### src/hw/rtl/dltq_pkg.sv
// ----------------------------------------------------------------------------
// dltq_pkg: shared types and constants of the delta list timeout queue
// Holds defaults, port widths, operation and status codes, and the
// command and status bundles between the controller and the datapath.
// ----------------------------------------------------------------------------
package dltq_pkg;

  localparam int NUM_SLOTS_DEF  = 16;
  localparam int TICK_WIDTH_DEF = 32;

  localparam int SLOT_W      = 4;
  localparam int DELAY_W     = 32;
  localparam int OUT_DELTA_W = 32;
  localparam int POS_W       = 5;

  localparam logic OP_REGISTER   = 1'b0;
  localparam logic OP_UNREGISTER = 1'b1;

  typedef enum logic [1:0] {
    ST_REGISTERED     = 2'd0,
    ST_CANCELLED      = 2'd1,
    ST_NOT_ACTIVE     = 2'd2,
    ST_ALREADY_ACTIVE = 2'd3
  } status_t;

  // Controller to datapath
  typedef struct packed {
    logic load;        // capture a new beat, start the walk at the head
    logic step;        // advance the walk by one entry
    logic walk_end;    // latch what the link or unlink steps need
    logic link_a;      // write the new slot's entry
    logic link_b;      // patch neighbors, report the insertion
    logic unlink;      // patch neighbors, drop the slot, report
    logic report_err;  // report a rejected beat
  } cmd_t;

  // Datapath to controller
  typedef struct packed {
    logic err;         // beat at the input would be rejected
    logic walk_stop;   // walk has reached its stopping entry
    logic op_unreg;    // captured beat is an unregister
  } sts_t;

endpackage

### src/hw/rtl/dltq_ctrl.sv
// ----------------------------------------------------------------------------
// dltq_ctrl: sequencer of the delta list timeout queue
// One-hot state machine that walks the list and orders the link steps.
// ----------------------------------------------------------------------------
module dltq_ctrl (
  input  logic           clk,
  input  logic           rst_n,
  input  logic           start,
  output logic           busy,
  input  dltq_pkg::sts_t sts,
  output dltq_pkg::cmd_t cmd
);

  typedef enum logic [4:0] {
    S_IDLE   = 5'b00001,
    S_WALK   = 5'b00010,
    S_LINK_A = 5'b00100,
    S_LINK_B = 5'b01000,
    S_UNLINK = 5'b10000
  } state_t;

  state_t state_r, state_nxt;

  always_comb begin
    state_nxt = state_r;
    cmd       = '0;
    case (state_r)
      S_IDLE: begin
        if (start) begin
          if (sts.err) begin
            cmd.report_err = 1'b1;
          end else begin
            cmd.load  = 1'b1;
            state_nxt = S_WALK;
          end
        end
      end
      S_WALK: begin
        if (!sts.walk_stop) begin
          cmd.step = 1'b1;
        end else begin
          cmd.walk_end = 1'b1;
          state_nxt    = sts.op_unreg ? S_UNLINK : S_LINK_A;
        end
      end
      S_LINK_A: begin
        cmd.link_a = 1'b1;
        state_nxt  = S_LINK_B;
      end
      S_LINK_B: begin
        cmd.link_b = 1'b1;
        state_nxt  = S_IDLE;
      end
      S_UNLINK: begin
        cmd.unlink = 1'b1;
        state_nxt  = S_IDLE;
      end
      default: begin
        state_nxt = S_IDLE;
      end
    endcase
  end

  always_ff @(posedge clk) begin
    if (!rst_n) begin
      state_r <= S_IDLE;
    end else begin
      state_r <= state_nxt;
    end
  end

  assign busy = (state_r != S_IDLE);

  // Walk always leads into exactly one of the two linking paths
  assert property (@(posedge clk) disable iff (!rst_n)
    (state_r == S_WALK && sts.walk_stop) |=> (state_r == S_LINK_A || state_r == S_UNLINK))
    else $error("walk end did not enter a linking state");

  // A rejected beat leaves the sequencer idle
  assert property (@(posedge clk) disable iff (!rst_n)
    cmd.report_err |=> (state_r == S_IDLE))
    else $error("rejected beat started work");

  // The unlink step only follows a walk
  assert property (@(posedge clk) disable iff (!rst_n)
    (state_r == S_UNLINK) |-> ($past(state_r) == S_WALK))
    else $error("unlink entered without a walk");

endmodule

### src/hw/rtl/dltq_dp.sv
// ----------------------------------------------------------------------------
// dltq_dp: datapath of the delta list timeout queue
// Slot memories, active flags, list ends, walk registers and result register.
// ----------------------------------------------------------------------------
module dltq_dp #(
  parameter int NUM_SLOTS  = dltq_pkg::NUM_SLOTS_DEF,
  parameter int TICK_WIDTH = dltq_pkg::TICK_WIDTH_DEF
) (
  input  logic                             clk,
  input  logic                             rst_n,
  input  dltq_pkg::cmd_t                   cmd,
  output dltq_pkg::sts_t                   sts,
  input  logic                             in_operation,
  input  logic [dltq_pkg::SLOT_W-1:0]      in_slot,
  input  logic [dltq_pkg::DELAY_W-1:0]     in_delay_ticks,
  output logic                             out_valid,
  output dltq_pkg::status_t                out_status,
  output logic [dltq_pkg::OUT_DELTA_W-1:0] out_stored_delta,
  output logic [dltq_pkg::POS_W-1:0]       out_position
);

  localparam int IW = $clog2(NUM_SLOTS + 1);
  localparam int AW = $clog2(NUM_SLOTS);
  localparam logic [IW-1:0] NIL = IW'(NUM_SLOTS);

  // Slot memories
  logic [TICK_WIDTH-1:0] delta_mem [NUM_SLOTS];
  logic [IW-1:0]         next_mem  [NUM_SLOTS];
  logic [IW-1:0]         prev_mem  [NUM_SLOTS];

  logic [AW-1:0]         rd_addr;
  logic [TICK_WIDTH-1:0] rd_delta_r;
  logic [IW-1:0]         rd_next_r;
  logic [IW-1:0]         rd_prev_r;

  logic                  delta_we, next_we, prev_we;
  logic [AW-1:0]         delta_wa, next_wa, prev_wa;
  logic [TICK_WIDTH-1:0] delta_wd;
  logic [IW-1:0]         next_wd, prev_wd;

  // Control and walk state
  logic [NUM_SLOTS-1:0]  active_r;
  logic [IW-1:0]         head_r, tail_r;
  logic                  op_r;
  logic [AW-1:0]         slot_r;
  logic [TICK_WIDTH-1:0] ticks_r, sum_r, d_r, cdelta_r;
  logic [IW-1:0]         cur_r, pos_r, before_r, nx_r, pv_r;

  logic                  out_valid_r;
  dltq_pkg::status_t     out_status_r;
  logic [dltq_pkg::OUT_DELTA_W-1:0] out_delta_r;
  logic [dltq_pkg::POS_W-1:0]       out_pos_r;

  logic                  slot_ok;
  logic [AW-1:0]         slot_idx;
  logic                  cur_nil;
  logic [TICK_WIDTH-1:0] sum_next, d_new;
  logic                  reg_stop;
  logic [IW-1:0]         before_new, nx_n, pv_n;
  logic                  nx_ok, pv_ok;

  function automatic logic [IW-1:0] norm_idx(input logic [IW-1:0] idx);
    norm_idx = (idx >= NIL) ? NIL : idx;
  endfunction

  assign slot_ok  = (32'(in_slot) < 32'(NUM_SLOTS));
  assign slot_idx = AW'(in_slot);

  assign sts.err = (in_operation == dltq_pkg::OP_UNREGISTER) ?
                   !(slot_ok && active_r[slot_idx]) :
                   !(slot_ok && !active_r[slot_idx]);
  assign sts.op_unreg = (op_r == dltq_pkg::OP_UNREGISTER);

  assign cur_nil  = (cur_r >= NIL);
  assign sum_next = sum_r + rd_delta_r;
  assign reg_stop = (ticks_r < sum_next);
  assign d_new    = ticks_r - sum_r;

  assign sts.walk_stop = cur_nil || (pos_r == NIL) ||
                         (sts.op_unreg ? (cur_r == IW'(slot_r)) : reg_stop);

  assign before_new = cur_nil ? tail_r : norm_idx(rd_prev_r);

  assign nx_ok = (nx_r < NIL);
  assign pv_ok = (pv_r < NIL);
  assign nx_n  = norm_idx(nx_r);
  assign pv_n  = norm_idx(pv_r);

  // Read address: head on load, next link on a step or walk end, else the current entry
  always_comb begin
    if (cmd.load) begin
      rd_addr = head_r[AW-1:0];
    end else if (cmd.step || cmd.walk_end) begin
      rd_addr = rd_next_r[AW-1:0];
    end else begin
      rd_addr = cur_r[AW-1:0];
    end
  end

  // Write ports, one address per memory per cycle
  always_comb begin
    delta_we = 1'b0;
    delta_wa = slot_r;
    delta_wd = d_r;
    next_we  = 1'b0;
    next_wa  = slot_r;
    next_wd  = cur_nil ? NIL : cur_r;
    prev_we  = 1'b0;
    prev_wa  = slot_r;
    prev_wd  = before_r;
    if (cmd.link_a) begin
      delta_we = 1'b1;
      next_we  = 1'b1;
      prev_we  = 1'b1;
    end else if (cmd.link_b) begin
      next_we  = (before_r != NIL);
      next_wa  = before_r[AW-1:0];
      next_wd  = IW'(slot_r);
      prev_we  = !cur_nil;
      prev_wa  = cur_r[AW-1:0];
      prev_wd  = IW'(slot_r);
      delta_we = !cur_nil;
      delta_wa = cur_r[AW-1:0];
      delta_wd = cdelta_r;
    end else if (cmd.unlink) begin
      delta_we = nx_ok;
      delta_wa = nx_r[AW-1:0];
      delta_wd = rd_delta_r + d_r;
      prev_we  = nx_ok;
      prev_wa  = nx_r[AW-1:0];
      prev_wd  = pv_n;
      next_we  = pv_ok;
      next_wa  = pv_r[AW-1:0];
      next_wd  = nx_n;
    end
  end

  always_ff @(posedge clk) begin
    if (delta_we) begin
      delta_mem[delta_wa] <= delta_wd;
    end
    if (next_we) begin
      next_mem[next_wa] <= next_wd;
    end
    if (prev_we) begin
      prev_mem[prev_wa] <= prev_wd;
    end
    rd_delta_r <= delta_mem[rd_addr];
    rd_next_r  <= next_mem[rd_addr];
    rd_prev_r  <= prev_mem[rd_addr];
  end

  // Walk and link registers
  always_ff @(posedge clk) begin
    if (cmd.load) begin
      op_r    <= in_operation;
      slot_r  <= slot_idx;
      ticks_r <= TICK_WIDTH'(in_delay_ticks);
      cur_r   <= head_r;
      sum_r   <= '0;
      pos_r   <= '0;
    end else if (cmd.step) begin
      sum_r <= sum_next;
      cur_r <= rd_next_r;
      pos_r <= pos_r + 1'b1;
    end
    if (cmd.walk_end) begin
      if (sts.op_unreg) begin
        nx_r <= rd_next_r;
        pv_r <= rd_prev_r;
        d_r  <= rd_delta_r;
      end else begin
        before_r <= before_new;
        d_r      <= d_new;
        cdelta_r <= rd_delta_r - d_new;
      end
    end
  end

  // Active flags and list ends
  always_ff @(posedge clk) begin
    if (!rst_n) begin
      active_r <= '0;
      head_r   <= NIL;
      tail_r   <= NIL;
    end else begin
      if (cmd.link_a) begin
        active_r[slot_r] <= 1'b1;
      end
      if (cmd.link_b) begin
        if (before_r == NIL) begin
          head_r <= IW'(slot_r);
        end
        if (cur_nil) begin
          tail_r <= IW'(slot_r);
        end
      end
      if (cmd.unlink) begin
        active_r[slot_r] <= 1'b0;
        if (!nx_ok) begin
          tail_r <= pv_n;
        end
        if (!pv_ok) begin
          head_r <= nx_n;
        end
      end
    end
  end

  // Result register, one-cycle strobe
  always_ff @(posedge clk) begin
    if (!rst_n) begin
      out_valid_r <= 1'b0;
    end else begin
      out_valid_r <= cmd.link_b || cmd.unlink || cmd.report_err;
    end
  end

  always_ff @(posedge clk) begin
    if (cmd.report_err) begin
      out_status_r <= (in_operation == dltq_pkg::OP_UNREGISTER) ?
                      dltq_pkg::ST_NOT_ACTIVE : dltq_pkg::ST_ALREADY_ACTIVE;
      out_delta_r  <= '0;
      out_pos_r    <= '0;
    end else if (cmd.link_b || cmd.unlink) begin
      out_status_r <= cmd.unlink ? dltq_pkg::ST_CANCELLED : dltq_pkg::ST_REGISTERED;
      out_delta_r  <= dltq_pkg::OUT_DELTA_W'(d_r);
      out_pos_r    <= dltq_pkg::POS_W'(pos_r);
    end
  end

  assign out_valid        = out_valid_r;
  assign out_status       = out_status_r;
  assign out_stored_delta = out_delta_r;
  assign out_position     = out_pos_r;

  // Both list ends are empty together or not at all
  assert property (@(posedge clk) disable iff (!rst_n)
    (head_r == NIL) == (tail_r == NIL))
    else $error("list head and tail disagree on empty");

  // Neighbor patching always follows the slot write
  assert property (@(posedge clk) disable iff (!rst_n)
    cmd.link_b |-> $past(cmd.link_a))
    else $error("link step without slot write");

  // A completed insertion leaves its slot active
  assert property (@(posedge clk) disable iff (!rst_n)
    $past(cmd.link_b) |-> active_r[$past(slot_r)])
    else $error("inserted slot not active");

  // A completed removal leaves its slot inactive
  assert property (@(posedge clk) disable iff (!rst_n)
    $past(cmd.unlink) |-> !active_r[$past(slot_r)])
    else $error("removed slot still active");

  // The walk never runs past the pool size
  assert property (@(posedge clk) disable iff (!rst_n)
    cmd.step |-> (pos_r < NIL))
    else $error("walk position beyond pool size");

endmodule

### src/hw/rtl/delta_list_timeout_queue_top.sv
// ----------------------------------------------------------------------------
// delta_list_timeout_queue_top: timer queue kept as a delta list
// Registers and cancels timeout slots in a list ordered by expiry, each
// slot holding only its tick difference from the slot before it.
// ----------------------------------------------------------------------------
//
//  channel  handshake          payload
//  -------  -----------------  ---------------------------------------------
//  input    start / busy       in_operation, in_slot, in_delay_ticks
//  result   out_valid strobe   out_status, out_stored_delta, out_position
//
// Order: a register beat walks the list, visiting each entry it passes and
//   then the stopping entry, then makes two link writes (S_LINK_A, S_LINK_B)
//   before its result is registered; an idle slot leaves at most
//   NUM_SLOTS - 1 entries to pass.
// An unregister beat walks to its slot, then takes the unlink step; a rejected
//   beat shows its result in the next cycle and leaves busy low.
// The walk rate is set by the slot memories: one registered read per cycle,
//   with the next address taken straight from the read data.
// Reset clears all active flags and empties the list at once; no sweep.
// The result strobe lasts one cycle and cannot be held off; busy drops as
//   the result appears, so the next beat may be taken in that cycle.
//
module delta_list_timeout_queue_top #(
  parameter int NUM_SLOTS  = dltq_pkg::NUM_SLOTS_DEF,
  parameter int TICK_WIDTH = dltq_pkg::TICK_WIDTH_DEF
) (
  input  logic                             clk,
  input  logic                             rst_n,
  // input channel
  input  logic                             start,
  output logic                             busy,
  input  logic                             in_operation,
  input  logic [dltq_pkg::SLOT_W-1:0]      in_slot,
  input  logic [dltq_pkg::DELAY_W-1:0]     in_delay_ticks,
  // result channel
  output logic                             out_valid,
  output dltq_pkg::status_t                out_status,
  output logic [dltq_pkg::OUT_DELTA_W-1:0] out_stored_delta,
  output logic [dltq_pkg::POS_W-1:0]       out_position
);

  dltq_pkg::cmd_t cmd;
  dltq_pkg::sts_t sts;

  // Sequence the walk and the link steps
  dltq_ctrl u_ctrl (
    .clk   (clk),
    .rst_n (rst_n),
    .start (start),
    .busy  (busy),
    .sts   (sts),
    .cmd   (cmd)
  );

  // Hold the slot memories, list ends and the result register
  dltq_dp #(
    .NUM_SLOTS  (NUM_SLOTS),
    .TICK_WIDTH (TICK_WIDTH)
  ) u_dp (
    .clk              (clk),
    .rst_n            (rst_n),
    .cmd              (cmd),
    .sts              (sts),
    .in_operation     (in_operation),
    .in_slot          (in_slot),
    .in_delay_ticks   (in_delay_ticks),
    .out_valid        (out_valid),
    .out_status       (out_status),
    .out_stored_delta (out_stored_delta),
    .out_position     (out_position)
  );

endmodule
### config.mk
export PLATFORM = sky130hd
export DESIGN_NAME = delta_list_timeout_queue_top
export DESIGN_NICKNAME = d
export VERILOG_FILES = /design/src/hw/rtl/dltq_pkg.sv /design/src/hw/rtl/dltq_ctrl.sv /design/src/hw/rtl/dltq_dp.sv /design/src/hw/rtl/delta_list_timeout_queue_top.sv
export SDC_FILE = /design/constraint.sdc
export NUM_CORES = 1
export LEC_CHECK = 0
export ABC_CLOCK_PERIOD_IN_PS = 16400
export BUFFER_PORTS_ARGS = -buffer_cell sky130_fd_sc_hd__buf_4
export CAP_MARGIN = 20
export CORE_ASPECT_RATIO = 0.6
export CORE_MARGIN = 2
export CORE_UTILIZATION = 25
export CTS_CLUSTER_SIZE = 24
export DETAILED_ROUTE_END_ITERATION = 8
export GPL_ROUTABILITY_DRIVEN = 1
export HOLD_SLACK_MARGIN = 0.1
export PLACE_DENSITY = 0.42
export SLEW_MARGIN = 0
export SYNTH_ARGS = -nofsm -noshare
export SYNTH_HDL_FRONTEND = slang
export SYNTH_SLANG_ARGS = --single-unit
### constraint.sdc
create_clock -name clk -period 16.4 [get_ports clk]
set_input_delay 0.82 -clock clk [delete_from_list [all_inputs] [get_ports clk]]
set_output_delay 0.82 -clock clk [all_outputs]
set_load 0.01 [all_outputs]
Word level (Yosys, flattened, before mapping)

Memories as Yosys holds them, arrays and structs flattened. A register that Yosys moved wholly into a read port is not among the register bits.
Cells that the tools add are included.

Add/sub/neg operators: 5
$lt $le $gt $ge: 10
Equal/unequal tests: 13
Mux-type cells: 73
Bitwise gates (word level): 4
Reduce and logical (&&, ||, !) cells: 13

Operator list:

| operator                                                    | count |
|---|---|
| two-way mux 32 bit                                          | 4 |
| two-way mux 5 bit                                           | 25 |
| adder 32 bit                                                | 2 |
| subtractor 32 bit                                           | 2 |
| two-way mux 16 bit                                          | 3 |
| less-than comparator 32 bit                                 | 1 |
| two-way mux 4 bit                                           | 8 |
| two-way mux 1 bit                                           | 27 |
| >= comparator 5 bit (second input constant)                 | 4 |
| bitwise AND 16 bit                                          | 1 |
| NOT 16 bit                                                  | 1 |
| OR 16 bit                                                   | 1 |
| == test 5 bit (second input constant)                       | 3 |
| one-hot mux 5 bit (3 select lines)                          | 1 |
| less-than comparator 4 x 5 -> 1 bit (second input constant) | 2 |
| less-than comparator 5 bit (second input constant)          | 2 |
| two-way mux 2 bit                                           | 3 |
| adder 5 x 1 -> 5 bit (second input constant)                | 1 |
| == test 5 x 1 -> 1 bit (second input constant)              | 1 |
| == test 5 x 2 -> 1 bit (second input constant)              | 1 |
| == test 5 x 3 -> 1 bit (second input constant)              | 1 |
| == test 5 x 4 -> 1 bit                                      | 1 |
| == test 5 x 4 -> 1 bit (second input constant)              | 1 |
| logical OR 1 bit                                            | 5 |
| 13 further kinds                                            | 17 |

Bits in registers: 229
RAM bits: 672
Bits of input ports: 40
Logic and storage cells: 140
Memories: 3

Memories:

| memory         | depth | width | read ports | clocked after memory_dff | write ports | line          | source |
|---|---|---|---|---|---|---|---|
| u_dp.delta_mem | 16    | 32    | 1          | 1                        | 1           | dltq_dp.sv:27 | `logic [TICK_WIDTH-1:0] delta_mem [NUM_SLOTS];` |
| u_dp.next_mem  | 16    | 5     | 1          | 1                        | 1           | dltq_dp.sv:28 | `logic [IW-1:0] next_mem [NUM_SLOTS];` |
| u_dp.prev_mem  | 16    | 5     | 1          | 1                        | 1           | dltq_dp.sv:29 | `logic [IW-1:0] prev_mem [NUM_SLOTS];` |

Logic depth before layout (Yosys ltp)

Gate-level depths: netlist of the first run.

Depth after elaboration: 9
Mapped depth: 26
Mapped depth without buffers: 25

Cells and area by module

A second synthesis of the first run with hierarchy kept.

Cell total of the unflattened synthesis: 3044
Area, all modules: 42985.0 um2

Modules (own cells, without submodules):

| module    | times used | cells each | area an instance (um2) | sequential area each (um2) |
|---|---|---|---|---|
| dltq_dp   | 1          | 3012       | 42687.2                | 26735.6 |
| dltq_ctrl | 1          | 32         | 297.8                  | 100.1 |

Worst setup path before layout of the first run

Ideal clock, no wire load.

Kind: flip-flop to flip-flop
Start: register u_dp.sum_r[7]
End: register u_dp.before_r[0], enable pin
Library setup time: 0.479 ns
Arrival: 6.802 ns
Slack: 9.119 ns
Cell stages (with the launch flop): 19
Path buffers: 0
Period minus slack after synthesis: 7.281 ns
Path through: dfxtp_1 -> ha_1 -> a21o_1 -> a21o_1 -> a21o_1 -> a211oi_1 -> o21ai_1 -> a21oi_1 -> o22ai_1 -> or4b_1 -> a31oi_1 -> xor2_1 -> ha_1 -> and3_1 -> a221oi_1 -> o2111ai_1 -> a311oi_1 -> nor2_1 -> nor3_1

Word-level cells in the longest chain between the ends: 7

RTL lines:

| item                                 | line            | source |
|---|---|---|
| start, declared                      | dltq_dp.sv:46   | `logic [TICK_WIDTH-1:0] ticks_r, sum_r, d_r, cdelta_r;` |
| start signal, assigned               | dltq_dp.sv:163  | `sum_r <= sum_next;` |
| adder 32 bit                         | dltq_dp.sv:75   | `assign sum_next = sum_r + rd_delta_r;` |
| less-than comparator 32 bit          | dltq_dp.sv:76   | `assign reg_stop = (ticks_r < sum_next);` |
| two-way mux 1 bit                    | dltq_dp.sv:80   | `(sts.op_unreg ? (cur_r == IW'(slot_r)) : reg_stop);` |
| logical OR 1 bit                     | dltq_dp.sv:79   | `assign sts.walk_stop = cur_nil \|\| (pos_r == NIL) \|\|` |
| two-way mux 1 bit                    | dltq_ctrl.sv:39 | `if (!sts.walk_stop) begin` |
| two-way mux 2 bit                    | dltq_ctrl.sv:27 | `case (state_r)` |
| AND reduction 2 bit (no source line) | n/a             |  |
| end signal, assigned                 | dltq_dp.sv:173  | `before_r <= before_new;` |
| end, declared                        | dltq_dp.sv:47   | `logic [IW-1:0] cur_r, pos_r, before_r, nx_r, pv_r;` |

No other way between the ends.
A chain may end at the register's enable or synchronous reset.

Worst setup path in the final report of the first run

Start: register u_dp.rd_delta_r[7], read port of u_dp.delta_mem
End: register u_dp.cdelta_r[12], enable pin

Word-level cells in the longest chain between the ends: 7

RTL lines:

| item                                 | line            | source |
|---|---|---|
| start, declared                      | dltq_dp.sv:32   | `logic [TICK_WIDTH-1:0] rd_delta_r;` |
| adder 32 bit                         | dltq_dp.sv:75   |  |
| less-than comparator 32 bit          | dltq_dp.sv:76   |  |
| two-way mux 1 bit                    | dltq_dp.sv:80   |  |
| logical OR 1 bit                     | dltq_dp.sv:79   |  |
| two-way mux 1 bit                    | dltq_ctrl.sv:39 |  |
| two-way mux 2 bit                    | dltq_ctrl.sv:27 |  |
| AND reduction 2 bit (no source line) | n/a             |  |
| end signal, assigned                 | dltq_dp.sv:175  | `cdelta_r <= rd_delta_r - d_new;` |
| end, declared                        | dltq_dp.sv:46   |  |

No other way between the ends.

==> results.sh, run 1 <==
export IMPL_status="finished, final reports clean"
export IMPL_power_leakage_nw=17.1
export IMPL_dp_hpwl_mm=77.9
export IMPL_slowest_delay_ps=750
export IMPL_worstHoldPathCells=1
export IMPL_powerDensity_nw_per_um2=120
export IMPL_period_needed_ps=7580
export IMPL_critPathKind="reg2reg"
export IMPL_final_setup_tns_ps=0
export IMPL_io_pins=81
export IMPL_finalCritPeriodShare=0.462
export IMPL_finalWorstSetupSlack_ps=8820
export IMPL_path_clk_slew_ps=80
export IMPL_async_flop_share=0
export IMPL_wl_met3_mm=5.76
export IMPL_die_x_um=542
export IMPL_antenna_found_initial=1
export IMPL_cts_tree="done"
export IMPL_crit_chain="ha_1 > a21o_1 > a21o_1 > a21o_1 > a211oi_1 > o21ai_1 > a21oi_1 > o22ai_1 > or4b_1 > a31oi_1 > xor2_1 > ha_1 > and3_1 > a221oi_1 > o2111ai_1 > a311oi_1 > nor2_1 > nor3_2 > buf_4"
export IMPL_clk_latency_ps=710
export IMPL_via_per_inst=4.74
export IMPL_post_cts_buffers=0
export IMPL_drc=0
export IMPL_synth_edff_count=795
export IMPL_postRouteAntennaNets=0
export IMPL_gr_usage_all_layers=0.142
export IMPL_synthFlopType="edfxtp_1"
export IMPL_cts_buffers=90
export IMPL_synthSimpleGateAreaFrac=0.115
export IMPL_worstHoldPathType="in2reg"
export IMPL_die_area_um2=177000
export IMPL_vias=28731
export IMPL_grt_start_max_net_pins=158
export IMPL_start_util=0.252
export IMPL_syn_inst=3644
export IMPL_rrSetupSlack_ps=8820
export IMPL_crit_slowest_cell="a221oi_1"
export IMPL_firstDrtPassIters=7
export IMPL_top_layer_used="met4"
export IMPL_tightest_slew_ps=1050
export IMPL_critPathRequiredTime_ps=16720
export IMPL_cts_root_buf="clkbuf_16"
export IMPL_port_buffers=80
export IMPL_hold_violations=0
export IMPL_crit_path_start_kind="flop"
export IMPL_pre_cts_slack_ps=8690
export IMPL_utilization=0.289
export IMPL_wl_met1_mm=69.7
export IMPL_grt_overflow_total=0
export IMPL_setup_violations=0
export IMPL_cts_hold_buf=0
export IMPL_ys_warn_count=0
export IMPL_finClkSkew_ps=39.3
export IMPL_synth_compound_area_frac=0.160
export IMPL_total_power_mw=5.98
export IMPL_rsz0062_at_grt="false"
export IMPL_crit_reg2reg_launch="u_dp.rd_delta_r[7]"
export IMPL_synth_top_family_by_area="compound AO/OA/AOI/OAI gates"
export IMPL_core_area_um2=173000
export IMPL_cts_resized_gates=0
export IMPL_timing_rr_end="u_dp.cdelta_r[12]"
export IMPL_crit_fanout=38
export IMPL_first_global_vias=27313
export IMPL_hold_end="u_dp.ticks_r[5]"
export IMPL_final_nets=3900
export IMPL_htree_levels=3
export IMPL_hold_slack_ps=283
export IMPL_drv_slew=0
export IMPL_crit_path_end_kind="flop"
export IMPL_max_slew_margin=0.301
export IMPL_drt_total_wl_mm=128
export IMPL_vdd_ir_drop_max_v=0.0000752
export IMPL_synth_mux_area_frac=0.00524
export IMPL_syn_cell_area_um2=43500
export IMPL_first_iter_violations=2687
export IMPL_cpMostUsedCell="a21o_1"
export IMPL_clock_fmax_mhz=132
export IMPL_crit_arrival_ps=7900
export IMPL_syn2layout_area_growth_pct=14.7
export IMPL_rr_worst_depth=19
export IMPL_syn_nets=3845
export IMPL_synth_cell_types=84
export IMPL_die_h_um=327
export IMPL_wl_met2_mm=50.5
export IMPL_place_gp_congestion=0.816
export IMPL_num_rows=118
export IMPL_wl_per_cell_um=21.2
export IMPL_drive_gt1_frac=0.116
export IMPL_grt_pass1_wl_mm=190
export IMPL_hp_start="in_delay_ticks[5]"
export IMPL_syn_area_per_cell_um2=11.9
export IMPL_clk_path_buf_depth=3
export IMPL_cts_sinks=943
export IMPL_max_cap_violations=0
export IMPL_synth_xor_xnor_area_share=0.0244
export IMPL_synthAdderAreaFrac=0.0470
export IMPL_yosysSeqAreaShare=0.617
export IMPL_ys_seq_elements=943
==> layout by cell type, fill, tap and decap left out, drive strengths merged, types with 27 or more instances in the layout <==
cell type | netlist | final
nand3 | 68 | 68
o21ai | 155 | 155
a31oi | 185 | 185
xor2 | 49 | 49
and2 | 179 | 179
a211oi | 175 | 175
dfxtp | 148 | 148
a21oi | 160 | 160
a21o | 75 | 75
nand2 | 596 | 596
edfxtp | 795 | 795
nor2 | 144 | 144
clkinv | 1 | 27
buf | 92 | 164
clkbuf | 110 | 128
inv | 98 | 104
a22oi | 104 | 104
xnor2 | 71 | 71
ha | 157 | 157
==> metrics by stage <==
stage	std cells	instance area, um^2
after floorplan	3644	43500
after global placement	5883	46800
after detailed placement	5885	46800
after CTS	6055	49800
after global routing	6058	49800
final	6059	49800
==> cell families (layout without fill, tap and decap cells) <==
kind of cell / after synthesis / in the layout
buf+inv: 301 / 434
other cells: 0 / 2
fa+ha+maj: 161 / 161
compound gates: 998 / 998
xor+xnor: 120 / 120
flops: 943 / 943
simple gates: 1105 / 1105
mux: 16 / 16
==> state kept, by name (all words and copies together) (netlist names), 16 cells and up <==
name and cells:
u_dp.sum_r 32, u_dp.out_stored_delta 32, u_dp.cdelta_r 32, u_dp.d_r 32, u_dp.prev_mem 80, u_dp.delta_mem 512
u_dp.rd_delta_r 32, u_dp.next_mem 80, u_dp.active_r 16, u_dp.ticks_r 32
==> how the worst max path moves through the flow <==
stage                             startpoint                 to  slack, ps  cells past startpoint
after floorplan                u_dp.sum_r[7]   u_dp.before_r[0]       9120                     18
after global placement    u_dp.rd_delta_r[7]        u_dp.d_r[5]       8740                     18
after detailed placement  u_dp.rd_delta_r[7]        u_dp.d_r[5]       8690                     18
after CTS                 u_dp.rd_delta_r[7]       u_dp.d_r[13]       8670                     18
after global routing      u_dp.rd_delta_r[7]  u_dp.cdelta_r[12]       8430                     19
final                     u_dp.rd_delta_r[7]  u_dp.cdelta_r[12]       8820                     19
==> area by class of cell <==
class / count / area [um^2]
clock buffer: 127 / 2500
multi-input combinational: 2400 / 15500
sequential: 943 / 26800
inverter: 99 / 373
antenna: 2 / 5.00
tap: 2280 / 2850
fill: 17604 / 123000
clock inverter: 43 / 468
timing repair buffer: 165 / 1260
==> per-layer routing <==
layer	up-vias	track usage
met5	-	0
met4	0	0.0279
met3	141	0.0235
met2	588	0.193
met1	14292	0.231
li1	13710	-
==> cell usage after synthesis (all sizes together), types with 75 or more instances <==
| library cell | number | area [um^2] |
|---|---|---|
| a211oi | 175 | 1670 |
| a21o | 75 | 563 |
| a21oi | 160 | 801 |
| a22oi | 104 | 781 |
| a31oi | 185 | 1160 |
| and2 | 179 | 1120 |
| buf | 92 | 527 |
| clkbuf | 110 | 413 |
| dfxtp | 148 | 2960 |
| edfxtp | 795 | 23900 |
| ha | 157 | 1960 |
| inv | 98 | 368 |
| nand2 | 596 | 2240 |
| nor2 | 144 | 541 |
| o21ai | 155 | 776 |
==> worst max-delay path: cells and delay by family, from the launching register on <==
kind | cells | cell delay [ps]
flip-flops | 1 | 500
adder cells (fa/ha/maj) | 2 | 620
AND/OR/NAND/NOR | 4 | 1110
XOR/XNOR | 1 | 240
AO/OA/AOI/OAI | 11 | 4160
buffers and inverters | 1 | 490
==> power breakdown <==
part | internal (mW) | switching, mW
clock network | 1.18 | 0.984
registers | 2.65 | 0.0704
logic | 0.418 | 0.684
total | 4.24 | 1.74
Power figures use the tool's default switching activity.
==> run 2, diff against run 1 <==
Settings changed: ABC_CLOCK_PERIOD_IN_PS 16400 to 6900, PLACE_DENSITY 0.42 to 0.43.
Clock period 16.4 ns to 6.9 ns, I/O delays scaled along.
==> results.sh, run 2 (synthesis results as in run 1) <==
export IMPL_clk_path_buf_depth=3
export IMPL_die_x_um=542
export IMPL_start_util=0.252
export IMPL_core_area_um2=173000
export IMPL_syn2layout_area_growth_pct=16.1
export IMPL_critPathBufInv=1
export IMPL_cts_hold_buf=40
export IMPL_period_needed_ps=6580
export IMPL_vias=28951
export IMPL_slowest_delay_ps=620
export IMPL_cts_sinks=943
export IMPL_first_global_vias=27490
export IMPL_largest_reg_flops=512
export IMPL_status="finished, final reports clean"
export IMPL_firstDrtPassIters=8
export IMPL_tightest_slew_ps=1080
export IMPL_max_slew_margin=0.276
export IMPL_final_common_cell="edfxtp_1"
export IMPL_setup_violations=0
export IMPL_critPathKind="reg2reg"
export IMPL_vdd_ir_drop_max_v=0.000169
export IMPL_stdcell_count=6108
export IMPL_antenna_found_initial=2
export IMPL_drt_total_wl_mm=128
export IMPL_grt_pass1_wl_mm=189
export IMPL_cts_tree="done"
export IMPL_drive_gt1_frac=0.118
export IMPL_crit_chain="ha_1 > inv_1 > fa_1 > a21oi_1 > o22ai_1 > nor4_1 > o31ai_1 > a21oi_1 > o21ai_0 > a31oi_1 > xor2_1 > ha_1 > nand3_1 > o31ai_1 > o221ai_1 > o311ai_0 > a31oi_1 > xor2_1 > xnor2_1"
export IMPL_max_cap_violations=0
export IMPL_via_per_inst=4.74
export IMPL_top_regs="u_dp.delta_mem: 512 flops, u_dp.next_mem: 80 flops, u_dp.prev_mem: 80 flops"
export IMPL_dp_hpwl_mm=79.8
export IMPL_powerDensity_nw_per_um2=282
export IMPL_num_rows=118
export IMPL_dp_cells=5898
export IMPL_crit_path_end_kind="flop"
export IMPL_rsz0062_at_grt="false"
export IMPL_first_iter_violations=2533
export IMPL_post_cts_buffers=0
export IMPL_htree_levels=3
export IMPL_cts_resized_gates=0
export IMPL_wl_per_cell_um=21.0
export IMPL_cts_buffers=89
export IMPL_power_leakage_nw=17.4
export IMPL_finClkSkew_ps=33.0
export IMPL_largest_register="u_dp.delta_mem"
export IMPL_drc=0
export IMPL_finalWorstSetupSlack_ps=318
export IMPL_path_clk_slew_ps=70
export IMPL_post_route_cell_area_um2=50500
export IMPL_fill_cells=17696
export IMPL_io_pins=81
export IMPL_grt_overflow_total=0
export IMPL_critPathRequiredTime_ps=7320
export IMPL_port_buffers=80
export IMPL_crit_arrival_ps=7000
export IMPL_placed_cell_area_um2=47100
export IMPL_total_power_mw=14.2
export IMPL_worstHoldPathType="in2reg"
export IMPL_final_setup_tns_ps=0
export IMPL_crit_family="compound AO/OA/AOI/OAI gates"
export IMPL_crit_fanout=5
export IMPL_crit_path_start_kind="flop"
export IMPL_crit_slowest_cell="o311ai_0"
export IMPL_cts_root_buf="clkbuf_16"
export IMPL_clk_latency_ps=690
export IMPL_finalCritPeriodShare=0.954
export IMPL_final_cell_mix="edfxtp_1 (795), nand2_1 (594), a31oi_1 (184)"
export IMPL_drv_slew=0
export IMPL_final_nets=3953
export IMPL_place_gp_congestion=0.816
export IMPL_pre_cts_slack_ps=539
export IMPL_die_h_um=327
export IMPL_gr_usage_all_layers=0.141
export IMPL_die_area_um2=177000
export IMPL_grt_start_max_net_pins=124
export IMPL_hold_violations=0
export IMPL_postRouteAntennaNets=0
export IMPL_clock_fmax_mhz=152
-- run 2: cell count changes in the layout (fill, tap and decap cells not counted), sizes merged --
cell / before / now
buf: 164 / 179
clkbuf: 128 / 116
clkinv: 27 / 34
clkinvlp: 5 / 4
diode: 2 / 4
dlygate4sd3: 0 / 40
inv: 104 / 102
-- run 2: metal layers --
| layer | track usage | vias to the layer above | part of all wire |
|---|---|---|---|
| li1 | - | 13821 | - |
| met5 | 0 | - | 0 |
| met1 | 0.229 | 14393 | 0.54 |
| met3 | 0.0247 | 119 | 0.050 |
| met4 | 0.0230 | 0 | 0.013 |
| met2 | 0.194 | 618 | 0.40 |
-- run 2: area by class of cell --
class / count / area, um^2 / area share
sequential: 943 / 26800 / 0.532
multi-input combinational: 2400 / 15600 / 0.308
tap: 2280 / 2850 / 0.0565
clock buffer: 116 / 2460 / 0.0488
timing repair buffer: 219 / 1940 / 0.0385
clock inverter: 47 / 423 / 0.00838
inverter: 99 / 373 / 0.00739
antenna: 4 / 10.0 / 0.000198
-- run 2: per-stage QoR --
step	hold WS [ps]	util
detailed placement	436	0.273
CTS	309	0.292
finish	366	0.292
global placement	435	0.273
global route	334	0.292
floorplan	408	-
-- run 2: power breakdown --
group          switching, mW  total, mW  leakage, nW  internal, mW
Clock                   2.29       5.05         1.41          2.75
Sequential             0.151       6.45         8.38          6.30
Combinational           1.67       2.71         7.57          1.05
Total                   4.11       14.2         17.4          10.1
-- run 2: worst paths after layout --
kind | slack (ps) | from | cells past startpoint | to
max | 320 | u_dp.sum_r[0] | 19 | u_dp.cdelta_r[31]
min | 370 | in_delay_ticks[10] | 2 | u_dp.ticks_r[10]
max reg2reg | 320 | u_dp.sum_r[0] | 19 | u_dp.cdelta_r[31]
min reg2reg | 440 | u_dp.rd_prev_r[1] | 0 | u_dp.pv_r[1]
